### config.mk
export PLATFORM = sky130hd
export DESIGN_NAME = terminal_port_registers_unit
export DESIGN_NICKNAME = d
export VERILOG_FILES = /design/src/hdl/tpr_pkg.sv /design/src/hdl/terminal_port_registers_unit.sv
export SDC_FILE = /design/constraint.sdc
export NUM_CORES = 1
export LEC_CHECK = 0
export BUFFER_PORTS_ARGS = -buffer_cell sky130_fd_sc_hd__buf_2
export CORE_AREA = 5 5 120 235
export CTS_BUF_LIST = sky130_fd_sc_hd__clkbuf_4
export CTS_CLUSTER_SIZE = 30
export DETAILED_ROUTE_END_ITERATION = 12
export DIE_AREA = 0 0 125 240
export GPL_TIMING_DRIVEN = 0
export SLEW_MARGIN = 20
export SYNTH_ARGS = -nofsm -noshare
export SYNTH_HDL_FRONTEND = slang
export SYNTH_SLANG_ARGS = --single-unit
export TNS_END_PERCENT = 5
### constraint.sdc
create_clock -name aclk -period 5.42 [get_ports aclk]
set_clock_uncertainty 0.2 [all_clocks]
set_input_delay 1.084 -clock aclk [delete_from_list [all_inputs] [get_ports aclk]]
set_output_delay 1.084 -clock aclk [all_outputs]
set_load 0.05 [all_outputs]
### src/hdl/tpr_pkg.sv
package tpr_pkg;

    // Item kinds carried on s_tuser
    typedef enum logic [1:0] {
        KIND_READ  = 2'd0,
        KIND_WRITE = 2'd1,
        KIND_TICK  = 2'd2,
        KIND_BYTE  = 2'd3
    } item_kind_t;

    // Register map
    typedef enum logic [1:0] {
        PORT_STATUS   = 2'd0,
        PORT_COMMAND  = 2'd1,
        PORT_DATA     = 2'd2,
        PORT_UNMAPPED = 2'd3
    } port_sel_t;

    // Command codes written to the command register
    localparam logic [31:0] CMD_CLR_RIRQ = 32'd1;
    localparam logic [31:0] CMD_CLR_WIRQ = 32'd2;
    localparam logic [31:0] CMD_EN_WIRQ  = 32'd3;
    localparam logic [31:0] CMD_DIS_WIRQ = 32'd4;

    // Status word bit positions
    localparam int ST_RAVAIL = 0;
    localparam int ST_WBUSY  = 1;
    localparam int ST_RIRQ   = 2;
    localparam int ST_WIRQ   = 3;
    localparam int ST_WIRQE  = 4;
    localparam int ST_BADCMD = 5;

    localparam int INTERVAL_W = 24;
    localparam int DATA_W     = 32;
    localparam int BYTE_W     = 8;
    localparam int CPU_W      = 4;
    localparam int S_TDATA_W  = 48;
    localparam int M_TDATA_W  = 48;

endpackage

### src/hdl/terminal_port_registers_unit.sv
// Byte terminal port register block. Each input item is a bus read, a bus write,
// a time tick or a byte arriving from the host (kind in s_tuser); each item gives
// exactly one result item carrying the read data, the receive/transmit events and
// the current interrupt request and target CPU. An item is accepted every clock
// while no remainder pass runs and the result register is free or being drained,
// and its result appears in the next cycle. Writing send_interval starts a
// bit-serial remainder pass (one counter bit a cycle) that realigns the transmit
// slot phase with the free-running slot counter; s_tready stays low while it runs.
// After reset no pass is needed.
module terminal_port_registers_unit #(
    parameter int NUM_CPUS          = 16,
    parameter int SLOT_COUNTER_BITS = 24
) (
    input  logic                              aclk,
    input  logic                              aresetn,

    input  logic                              cfg_wen,
    input  logic [tpr_pkg::INTERVAL_W-1:0]    cfg_wdata,   // send_interval

    input  logic                              s_tvalid,
    output logic                              s_tready,
    input  logic [1:0]                        s_tuser,     // command (item kind)
    // [1:0] port, [33:2] write_data, [41:34] rx_byte, [45:42] target_cpu, rest 0
    input  logic [tpr_pkg::S_TDATA_W-1:0]     s_tdata,

    output logic                              m_tvalid,
    input  logic                              m_tready,
    // [31:0] read_data, [32] rx_taken, [33] tx_valid, [41:34] tx_byte,
    // [42] irq_request, [46:43] irq_cpu, [47] 0
    output logic [tpr_pkg::M_TDATA_W-1:0]     m_tdata
);
    import tpr_pkg::*;

    localparam int CNT_W = (SLOT_COUNTER_BITS > 1) ? $clog2(SLOT_COUNTER_BITS) : 1;

    // Unpacked input fields
    item_kind_t          in_kind;
    port_sel_t           in_port;
    logic [DATA_W-1:0]   in_wdata;
    logic [BYTE_W-1:0]   in_rbyte;
    logic [CPU_W-1:0]    in_target;

    assign in_kind   = item_kind_t'(s_tuser);
    assign in_port   = port_sel_t'(s_tdata[1:0]);
    assign in_wdata  = s_tdata[33:2];
    assign in_rbyte  = s_tdata[41:34];
    assign in_target = s_tdata[45:42];

    // Port state
    logic                          rx_full_reg, rx_full_next;
    logic [BYTE_W-1:0]             rx_hold_reg, rx_hold_next;
    logic                          tx_full_reg, tx_full_next;
    logic [BYTE_W-1:0]             tx_hold_reg, tx_hold_next;
    logic                          rirq_reg, rirq_next;
    logic                          wirq_reg, wirq_next;
    logic                          wirqe_reg, wirqe_next;
    logic                          badcmd_reg, badcmd_next;
    logic [CPU_W-1:0]              cpu_reg, cpu_next;
    logic [SLOT_COUNTER_BITS-1:0]  slot_reg, slot_next;

    // Slot phase = slot counter mod effective interval, kept incrementally
    logic [INTERVAL_W-1:0]         interval_reg;
    logic [INTERVAL_W-1:0]         phase_reg, phase_next;
    logic [INTERVAL_W-1:0]         eff_interval;
    logic                          busy_reg;
    logic [CNT_W-1:0]              bit_cnt_reg;

    // Result register
    logic                          m_valid_reg;
    logic [M_TDATA_W-1:0]          m_data_reg, m_data_next;

    logic                          accept;
    logic [DATA_W-1:0]             rdata;
    logic                          taken, sent;
    logic [BYTE_W-1:0]             sent_byte;
    logic [DATA_W-1:0]             status_word;
    logic [CPU_W-1:0]              target_mod;
    logic                          irq_next;

    // Divider step
    logic [INTERVAL_W:0]           trial;
    logic                          trial_ge;

    assign eff_interval = (interval_reg == '0) ? INTERVAL_W'(1) : interval_reg;
    assign s_tready     = !busy_reg && (!m_valid_reg || m_tready);
    assign accept       = s_tvalid && s_tready;
    assign m_tvalid     = m_valid_reg;
    assign m_tdata      = m_data_reg;

    // target CPU modulo the CPU count, as a small constant table
    always_comb begin
        target_mod = '0;
        for (int k = 0; k < (1 << CPU_W); k++) begin
            if (in_target == CPU_W'(k)) target_mod = CPU_W'(k % NUM_CPUS);
        end
    end

    always_comb begin
        status_word = '0;
        status_word[ST_RAVAIL] = rx_full_reg;
        status_word[ST_WBUSY]  = tx_full_reg;
        status_word[ST_RIRQ]   = rirq_reg;
        status_word[ST_WIRQ]   = wirq_reg;
        status_word[ST_WIRQE]  = wirqe_reg;
        status_word[ST_BADCMD] = badcmd_reg;
    end

    assign trial    = {phase_reg, slot_reg[bit_cnt_reg]};
    assign trial_ge = trial >= {1'b0, eff_interval};

    always_comb begin
        rx_full_next = rx_full_reg;
        rx_hold_next = rx_hold_reg;
        tx_full_next = tx_full_reg;
        tx_hold_next = tx_hold_reg;
        rirq_next    = rirq_reg;
        wirq_next    = wirq_reg;
        wirqe_next   = wirqe_reg;
        badcmd_next  = badcmd_reg;
        cpu_next     = cpu_reg;
        slot_next    = slot_reg;
        phase_next   = phase_reg;
        rdata        = '0;
        taken        = 1'b0;
        sent         = 1'b0;
        sent_byte    = '0;

        case (in_kind)
            KIND_READ: begin
                if (in_port == PORT_STATUS) begin
                    rdata = status_word;
                end else if (in_port == PORT_DATA && rx_full_reg) begin
                    rdata        = DATA_W'(rx_hold_reg);
                    rx_full_next = 1'b0;
                end
            end
            KIND_WRITE: begin
                if (in_port == PORT_COMMAND) begin
                    badcmd_next = 1'b0;
                    case (in_wdata)
                        CMD_CLR_RIRQ: rirq_next   = 1'b0;
                        CMD_CLR_WIRQ: wirq_next   = 1'b0;
                        CMD_EN_WIRQ:  wirqe_next  = 1'b1;
                        CMD_DIS_WIRQ: wirqe_next  = 1'b0;
                        default:      badcmd_next = 1'b1;
                    endcase
                end else if (in_port == PORT_DATA && !tx_full_reg) begin
                    tx_hold_next = in_wdata[BYTE_W-1:0];
                    tx_full_next = 1'b1;
                end
            end
            KIND_TICK: begin
                if (phase_reg == '0 && tx_full_reg) begin
                    sent         = 1'b1;
                    sent_byte    = tx_hold_reg;
                    tx_full_next = 1'b0;
                    wirq_next    = 1'b1;
                    if (!rirq_reg && !wirq_reg) cpu_next = target_mod;
                end
                slot_next = slot_reg + 1'b1;
                // counter wrap restarts the phase; otherwise step it mod interval
                if (slot_reg == '1) begin
                    phase_next = '0;
                end else if (phase_reg + 1'b1 == eff_interval) begin
                    phase_next = '0;
                end else begin
                    phase_next = phase_reg + 1'b1;
                end
            end
            default: begin
                if (!rx_full_reg) begin
                    rx_hold_next = in_rbyte;
                    rx_full_next = 1'b1;
                    taken        = 1'b1;
                    rirq_next    = 1'b1;
                    if (!rirq_reg && !wirq_reg) cpu_next = target_mod;
                end
            end
        endcase

        if (busy_reg) begin
            // restoring remainder step, MSB first
            phase_next = trial_ge ? INTERVAL_W'(trial - {1'b0, eff_interval})
                                  : INTERVAL_W'(trial);
        end

        irq_next    = rirq_next || (wirq_next && wirqe_next);
        m_data_next = {1'b0, cpu_next, irq_next, sent_byte, sent, taken, rdata};
    end

    always_ff @(posedge aclk) begin
        if (!aresetn) begin
            rx_full_reg  <= 1'b0;
            rx_hold_reg  <= '0;
            tx_full_reg  <= 1'b0;
            tx_hold_reg  <= '0;
            rirq_reg     <= 1'b0;
            wirq_reg     <= 1'b0;
            wirqe_reg    <= 1'b1;
            badcmd_reg   <= 1'b0;
            cpu_reg      <= '0;
            slot_reg     <= '0;
            phase_reg    <= '0;
            interval_reg <= INTERVAL_W'(1);
            busy_reg     <= 1'b0;
            bit_cnt_reg  <= '0;
            m_valid_reg  <= 1'b0;
        end else begin
            if (accept) begin
                rx_full_reg <= rx_full_next;
                rx_hold_reg <= rx_hold_next;
                tx_full_reg <= tx_full_next;
                tx_hold_reg <= tx_hold_next;
                rirq_reg    <= rirq_next;
                wirq_reg    <= wirq_next;
                wirqe_reg   <= wirqe_next;
                badcmd_reg  <= badcmd_next;
                cpu_reg     <= cpu_next;
                slot_reg    <= slot_next;
            end

            // new interval: recompute phase from scratch, one counter bit a cycle
            if (cfg_wen) begin
                interval_reg <= cfg_wdata;
                phase_reg    <= '0;
                busy_reg     <= 1'b1;
                bit_cnt_reg  <= CNT_W'(SLOT_COUNTER_BITS - 1);
            end else if (busy_reg) begin
                phase_reg <= phase_next;
                if (bit_cnt_reg == '0) begin
                    busy_reg <= 1'b0;
                end else begin
                    bit_cnt_reg <= bit_cnt_reg - 1'b1;
                end
            end else if (accept) begin
                phase_reg <= phase_next;
            end

            if (accept) begin
                m_valid_reg <= 1'b1;
            end else if (m_tready) begin
                m_valid_reg <= 1'b0;
            end
        end
    end

    always_ff @(posedge aclk) begin
        if (accept) begin
            m_data_reg <= m_data_next;
        end
    end

endmodule

==> summary.txt, run 1 <==
Critical path
  • Critical Path Sink Type: flop
  • CP Launch Point: bit_cnt_reg[0]
  • CP arrival: 5530 ps
  • Worst reg-to-reg setup slack: 190 ps
  • CP max stage cell: mux4_2
  • Worst endpoint required time: 5730 ps
  • R2r startpoint: bit_cnt_reg[0]
  • CP Launch Type: flop
  • Cell Chain, Critical Path: clkbuf_2, mux4_2, mux4_2, mux2i_1, ha_1, nor2b_1, o31ai_1, a22o_1, o21ai_2, a311o_1, clkbuf_2, buf_1, o21ai_0, a21oi_1, o31a_1
  • Critical path fanouts, max: 10
  • Kind of critical path: reg -> reg
  • Crit-path max cell delay: 550 ps

Status
  • Outcome: completed

Global routing
  • Vias in the first global route: 8767
  • Pin count of the biggest net entering global routing: 33
  • Global route overflow: 0
  • Initial antenna violation count: 1
  • First-pass GRT wire length: 48.9 mm
  • Total track usage: 21.1%

Finish
  • Register area: 2790 um2
  • Ratio of cells with drive above 1 in the final layout: 16.9%
  • Nets: 1313
  • Number of filler cells placed in the layout: 2749
  • Non-Filler Instances: 1557
  • Fin area: 10300 um2
  • Multi-input logic area: 5670 um2
  • Area added between synthesis and finish: 14.6%
  • Most frequent cells in the layout: buf_2 (105), dfxtp_1 (105), nand2_1 (76)
  • Finished Core Util: 39.3%

Detailed routing
  • Vias per cell: 5.58
  • Via count: 8688
  • DRT Pass-1 Iters: 6
  • ANT nets after route: 0
  • Iter 0 DRT Violations: 409
  • Drt total wl: 32.3 mm
  • Drt wl/cell: 20.7 um
  • Drt drc: 0

Floorplan
  • Die height: 240 um
  • IO Pins: 129
  • Initial Util: 34.3%
  • FP Rows: 84
  • Placeable Area: 26200 um2
  • Chip width: 125 um
  • Die area: 30000 um2

Timing
  • Fmax: 0.191 GHz
  • Slew @ Worst Pin: 1050 ps
  • Final Hold Violating Endpoints: 0
  • Max Slew Vio Count: 0
  • Final min period: 5230 ps
  • Worst relative slew slack: 29.8%
  • Unrepaired setup endpoints after global routing: no
  • Crit share post-route: 96.4%
  • Final setup vio count: 0

Yosys
  • Synth async-reset ratio: 0%
  • Synthesized flop and latch total: 128
  • Fraction of the yosys area taken by sequential cells: 31.1%
  • Synthesis warning total: 0
  • Post-synth EDFFs: 23
  • Synthesized cell area: 8980 um2
  • Post-Synthesis Cells: 1058
  • Avg Cell Area, Syn: 8.49 um2
  • Top FF cell, synth: dfxtp_1
  • Netlist cell types: 77

Clock network
  • TritonCTS clock tree: done
  • Hold_buf cts: 0
  • Clk sink count: 128
  • Clock slew at reported path FFs: 150 ps
  • Post-CTS setup buffer count: 0
  • Number of H-tree levels: 4
  • Worst skew pair latency: 620 ps
  • Max clock buf depth: 2
  • CTS Buf Count: 17
  • Root Driver: clkbuf_4

Min path
  • Hold Crit Start: wirqe_reg
  • HP Class: reg -> reg

Place
  • Final GP Congestion: 0.989
  • IO buf count: 99
  • Final HPWL DP: 25.4 mm
  • Placed inst area: 10000 um2
  • Placed cells: 1525

Pwr
  • Standby leakage power: 4.16 nW
  • Power density over the cells: 237 nW/um2
  • VDD IR max: 0.197 mV
  • Total power: 2.44 mW

Flow run
  • Max-cap violation count: 0
==> kinds of logic after synthesis <==
group | count (synthesis) | synth area share, %
other | 1 | 0.0417
AND/OR/NAND/NOR | 396 | 24.5
multiplexers | 67 | 8.58
buffers and inverters | 136 | 7.00
XOR/XNOR | 60 | 5.85
flip-flops | 128 | 31.1
AO/OA/AOI/OAI | 235 | 18.0
adder cells (fa/ha/maj) | 35 | 4.96
==> critical path, delay by kind of cell, from the launching register on <==
kind / cells / cell delay [ps]
AO/OA/AOI/OAI: 7 / 2010
adder cells (fa/ha/maj): 1 / 250
buffers and inverters: 3 / 960
flip-flops: 1 / 330
multiplexers: 3 / 1270
AND/OR/NAND/NOR: 1 / 100
==> layout make-up <==
type	count	area share, %
antenna	1	0.0243
buffer	85	4.29
clock buffer	17	1.24
clock inverter	15	1.46
inverter	50	1.82
multi-input combinational	818	55.1
sequential	128	27.1
tap	344	4.18
timing repair buffer	99	4.81
==> report_power, final <==
part / leakage, nW / internal, mW / total [mW] / switching [mW]
logic: 2.93 / 0.251 / 0.698 / 0.447
registers: 1.08 / 1.01 / 1.06 / 0.0480
clock network: 0.145 / 0.242 / 0.689 / 0.446
total: 4.16 / 1.50 / 2.44 / 0.941
==> stage by stage <==
| stage | hold WS (ps) | setup TNS [ps] | setup slack (ps) |
|---|---|---|---|
| final | 320 | 0 | 193 |
| after CTS | 321 | 0 | 210 |
| after detailed placement | 298 | -6420 | -543 |
| after floorplan | 271 | 0 | 1120 |
| after global placement | 288 | -4220 | -424 |
| after global routing | 355 | 0 | 13.2 |
==> cells in the mapped netlist (4+ instances only) <==
cell type / count / area share, %
or4_1: 5 / 0.42
inv_1: 48 / 2.0
nand3_1: 33 / 1.8
and3_1: 30 / 2.1
a21boi_0: 13 / 1.1
nor2b_1: 55 / 3.8
a32oi_1: 7 / 0.68
mux2_2: 10 / 1.3
mux4_2: 7 / 1.8
o21bai_1: 4 / 0.33
nor4_1: 23 / 1.6
buf_4: 26 / 2.2
o211a_1: 5 / 0.56
a21o_1: 10 / 0.84
and4_1: 8 / 0.78
o21a_1: 8 / 0.67
edfxtp_1: 23 / 7.7
a22oi_1: 9 / 0.75
o21ai_0: 38 / 2.1
a21oi_1: 51 / 2.8
or3_1: 9 / 0.63
buf_2: 5 / 0.28
mux2i_1: 50 / 5.6
a31o_2: 4 / 0.39
xnor2_1: 41 / 4.0
and2_1: 26 / 1.8
clkbuf_1: 48 / 2.0
xor2_1: 19 / 1.9
buf_1: 5 / 0.21
nor3_1: 21 / 1.2
a31oi_1: 23 / 1.6
nand4_1: 27 / 1.9
a22o_1: 4 / 0.39
nor2_1: 52 / 2.2
dfxtp_1: 105 / 23
o211ai_1: 9 / 0.75
a2111oi_0: 5 / 0.49
ha_1: 34 / 4.7
nand2b_1: 14 / 0.97
nand2_1: 76 / 3.2
a211oi_1: 11 / 0.92
==> per-layer routing <==
metal  vias up  GRT usage [%]  part of all wire, %
met5         -              0                    0
met2       348           40.8                   55
met3       132           3.40                  4.3
met1      4098           18.7                   33
met4         0           17.2                  8.4
li1       4110              -                    -
==> final timing paths <==
kind / depth (start not counted) / to
worst max register to register: 15 / phase_reg[20]
worst min-delay path: 2 / wirqe_reg
worst min register to register: 2 / wirqe_reg
worst max-delay path: 15 / phase_reg[20]
==> what timing repair did <==
action / CTS / global route
hold endpoints to repair: 0 / 0
gates resized for setup: 5 / 1
endpoints found under the setup margin: 21 / 3
(Power assumes the default switching activity.)
==> run 2, diff against run 1 <==
--- a/config.mk
+++ b/config.mk
@@ -5,12 +5,13 @@
 export SDC_FILE = /design/constraint.sdc
 export NUM_CORES = 1
 export LEC_CHECK = 0
+export ABC_AREA = 1
 export BUFFER_PORTS_ARGS = -buffer_cell sky130_fd_sc_hd__buf_2
-export CORE_AREA = 5 5 120 235
+export CORE_AREA = 5 5 122 239
 export CTS_BUF_LIST = sky130_fd_sc_hd__clkbuf_4
 export CTS_CLUSTER_SIZE = 30
 export DETAILED_ROUTE_END_ITERATION = 12
-export DIE_AREA = 0 0 125 240
+export DIE_AREA = 0 0 127 244
 export GPL_TIMING_DRIVEN = 0
 export SLEW_MARGIN = 20
 export SYNTH_ARGS = -nofsm -noshare
==> run 2 against run 1 <==
Net effect: die area up 3.3%; sequential share of layout area down 0.77 points; setup slack better by 220 ps; utilization down 0.12 points; non-clock buffer count down 17; final area up 2.9%.
==> summary.txt, run 2 <==
Critical path
  • Kind of critical path: reg -> reg
  • R2r startpoint: bit_cnt_reg[2]
  • Critical Path Sink Type: flop
  • CP arrival: 5340 ps
  • Worst reg-to-reg setup slack: 410 ps
  • Worst endpoint required time: 5760 ps
  • Reg2Reg Depth: 20
  • Critical path fanouts, max: 9
  • CP Launch Type: flop
  • Reg2reg end: phase_reg[12]

Yosys
  • Post-synth EDFFs: 23
  • Avg Cell Area, Syn: 6.33 um2
  • Synth top area cells: dfxtp_1 (23%), nand2_1 (13%), inv_1 (8.8%)
  • Netlist cell types: 46
  • Synthesized flop and latch total: 128
  • Synth async-reset ratio: 0%
  • Fraction of the yosys area taken by sequential cells: 30.2%
  • Top-count cell post-synth: nand2_1
  • Most common library cells after synthesis: nand2_1 (329), inv_1 (218), nor2_1 (150)
  • Synthesis warning total: 0
  • Top FF cell, synth: dfxtp_1
  • Top cell type's share of synthesized area: 22.7%
  • Synthesized cell area: 9260 um2
  • Leading area contributor after synthesis: dfxtp_1
  • Post-Synthesis Cells: 1463

Global routing
  • GR Util met3: 3.56%
  • M2 GR Usage: 44.9%
  • Busiest metal layer after global routing: met2
  • Vias in the first global route: 9677
  • Met1 GRT Util: 20.1%
  • Initial antenna violation count: 1
  • First-pass GRT wire length: 53.9 mm
  • Global route overflow: 0
  • Total track usage: 23.1%
  • Pin count of the biggest net entering global routing: 33

Place
  • IO buf count: 101
  • Final HPWL DP: 29.4 mm
  • Placed inst area: 10300 um2
  • Final GP Congestion: 1.01

Timing
  • Setup tns final: 0 ps
  • Fmax: 0.200 GHz
  • Unrepaired setup endpoints after global routing: no
  • Final Hold Violating Endpoints: 0
  • Crit share post-route: 92.4%
  • Max Slew Vio Count: 0
  • Worst relative slew slack: 38.5%
  • Final min period: 5010 ps
  • Slew @ Worst Pin: 913 ps
  • Final setup vio count: 0

Finish
  • Ratio of cells with drive above 1 in the final layout: 11.9%
  • Most frequent cells in the layout: nand2_1 (329), inv_1 (218), nor2_1 (150)
  • Fin area: 10600 um2
  • Commonest non-fill, non-tap cell in the layout: nand2_1
  • Nets: 1721
  • Area added between synthesis and finish: 14.4%

Detailed routing
  • Vias per cell: 5.08
  • Iter 0 DRT Violations: 589
  • DRT Pass-1 Iters: 5
  • Drt drc: 0
  • ANT nets after route: 0
  • Via count: 9996
  • Drt wl/cell: 18.4 um
  • Drt total wl: 36.1 mm

Floorplan
  • Chip width: 127 um
  • IO Pins: 129
  • Die height: 244 um
  • Placeable Area: 27000 um2
  • Die area: 31000 um2
  • FP Rows: 85
  • Initial Util: 34.3%

Clock network
  • Worst skew pair latency: 640 ps
  • Number of H-tree levels: 4
  • Post-CTS setup buffer count: 0
  • Root Driver: clkbuf_4
  • CTS Buf Count: 17
  • Clk sink count: 128
  • Post-CTS sizing: 0
  • TritonCTS clock tree: done
  • Hold_buf cts: 0
  • Max clock buf depth: 2
  • Clock slew at reported path FFs: 130 ps

Min path
  • Hold depth: 2
  • HP Class: reg -> reg
  • Hold Crit Start: rx_hold_reg[6]
  • Worst min-delay path endpoint: rx_hold_reg[6]

Pwr
  • Standby leakage power: 5.03 nW
  • Power density over the cells: 247 nW/um2
  • VDD IR max: 0.107 mV

Status
  • Outcome: completed

Flow run
  • Max-cap violation count: 0
## run 2: power by group
group	total, mW	internal, mW	switching, mW
clock	0.746	0.289	0.457
combinational	0.818	0.241	0.577
sequential	1.05	1.01	0.0378
## run 2: final cells by class
class / count / area [um2]
Tap cell: 348 / 435
Clock inverter: 15 / 174
Timing Repair Buffer: 101 / 505
Multi-Input combinational cell: 1070 / 5340
Sequential cell: 128 / 2790
Inverter: 223 / 837
Fill cell: 3045 / 16400
Antenna cell: 1 / 2.50
Buffer: 66 / 379
Clock buffer: 17 / 128
## run 2: metal layers
metal	part of all wire (%)	wire (um)
met1	32	11600
met2	55	19800
met3	4.2	1510
met4	9.0	3250
met5	0	0
## run 2: logic make-up after synthesis
| kind of cell | count (synthesis) | synth area share, % |
|---|---|---|
| simple gates | 698 | 32.3 |
| buf+inv | 289 | 13.1 |
| compound gates | 285 | 16.5 |
| flops | 128 | 30.2 |
| fa+ha+maj | 35 | 4.81 |
| xor+xnor | 27 | 3.16 |
| other cells | 1 | 0.0405 |
## run 2: worst max path at each step
stage,cells past startpoint,end,start
6_report,20,phase_reg[12],bit_cnt_reg[2]
5_1_grt,20,phase_reg[22],bit_cnt_reg[2]
4_1_cts,20,phase_reg[22],bit_cnt_reg[2]
3_5_place_dp,20,phase_reg[22],bit_cnt_reg[2]
3_3_place_gp,20,phase_reg[22],bit_cnt_reg[2]
2_1_floorplan,20,phase_reg[12],bit_cnt_reg[2]
## run 2: worst max-delay path: stages, from the launching register on
cell	delay, ps
dfxtp_1	330
clkbuf_1	360
inv_1	250
a21oi_1	160
o21ai_0	110
nand3_1	100
nand4_1	70
nand2_1	180
inv_1	110
ha_1	230
fa_1	420
o21ai_0	750
a21boi_0	380
o21ai_0	590
nand2_1	150
nand3_1	100
nand3_1	110
nand3_1	150
nand3_1	90
nand2_1	70
inv_1	30
## run 2: stage by stage
step / power, mW / std cells / hold WS [ps] / utilization [%] / setup slack, ps
final: 2.62 / 1969 / 260 / 39.2 / 415
after global routing: 2.74 / 1969 / 281 / 39.2 / 148
after CTS: 2.62 / 1968 / 264 / 39.2 / 538
after detailed placement: 1.88 / 1936 / 244 / 38.1 / 565
after global placement: 1.87 / 1936 / 239 / 38.1 / 583
after floorplan: 1.61 / 1487 / 225 / - / 2130
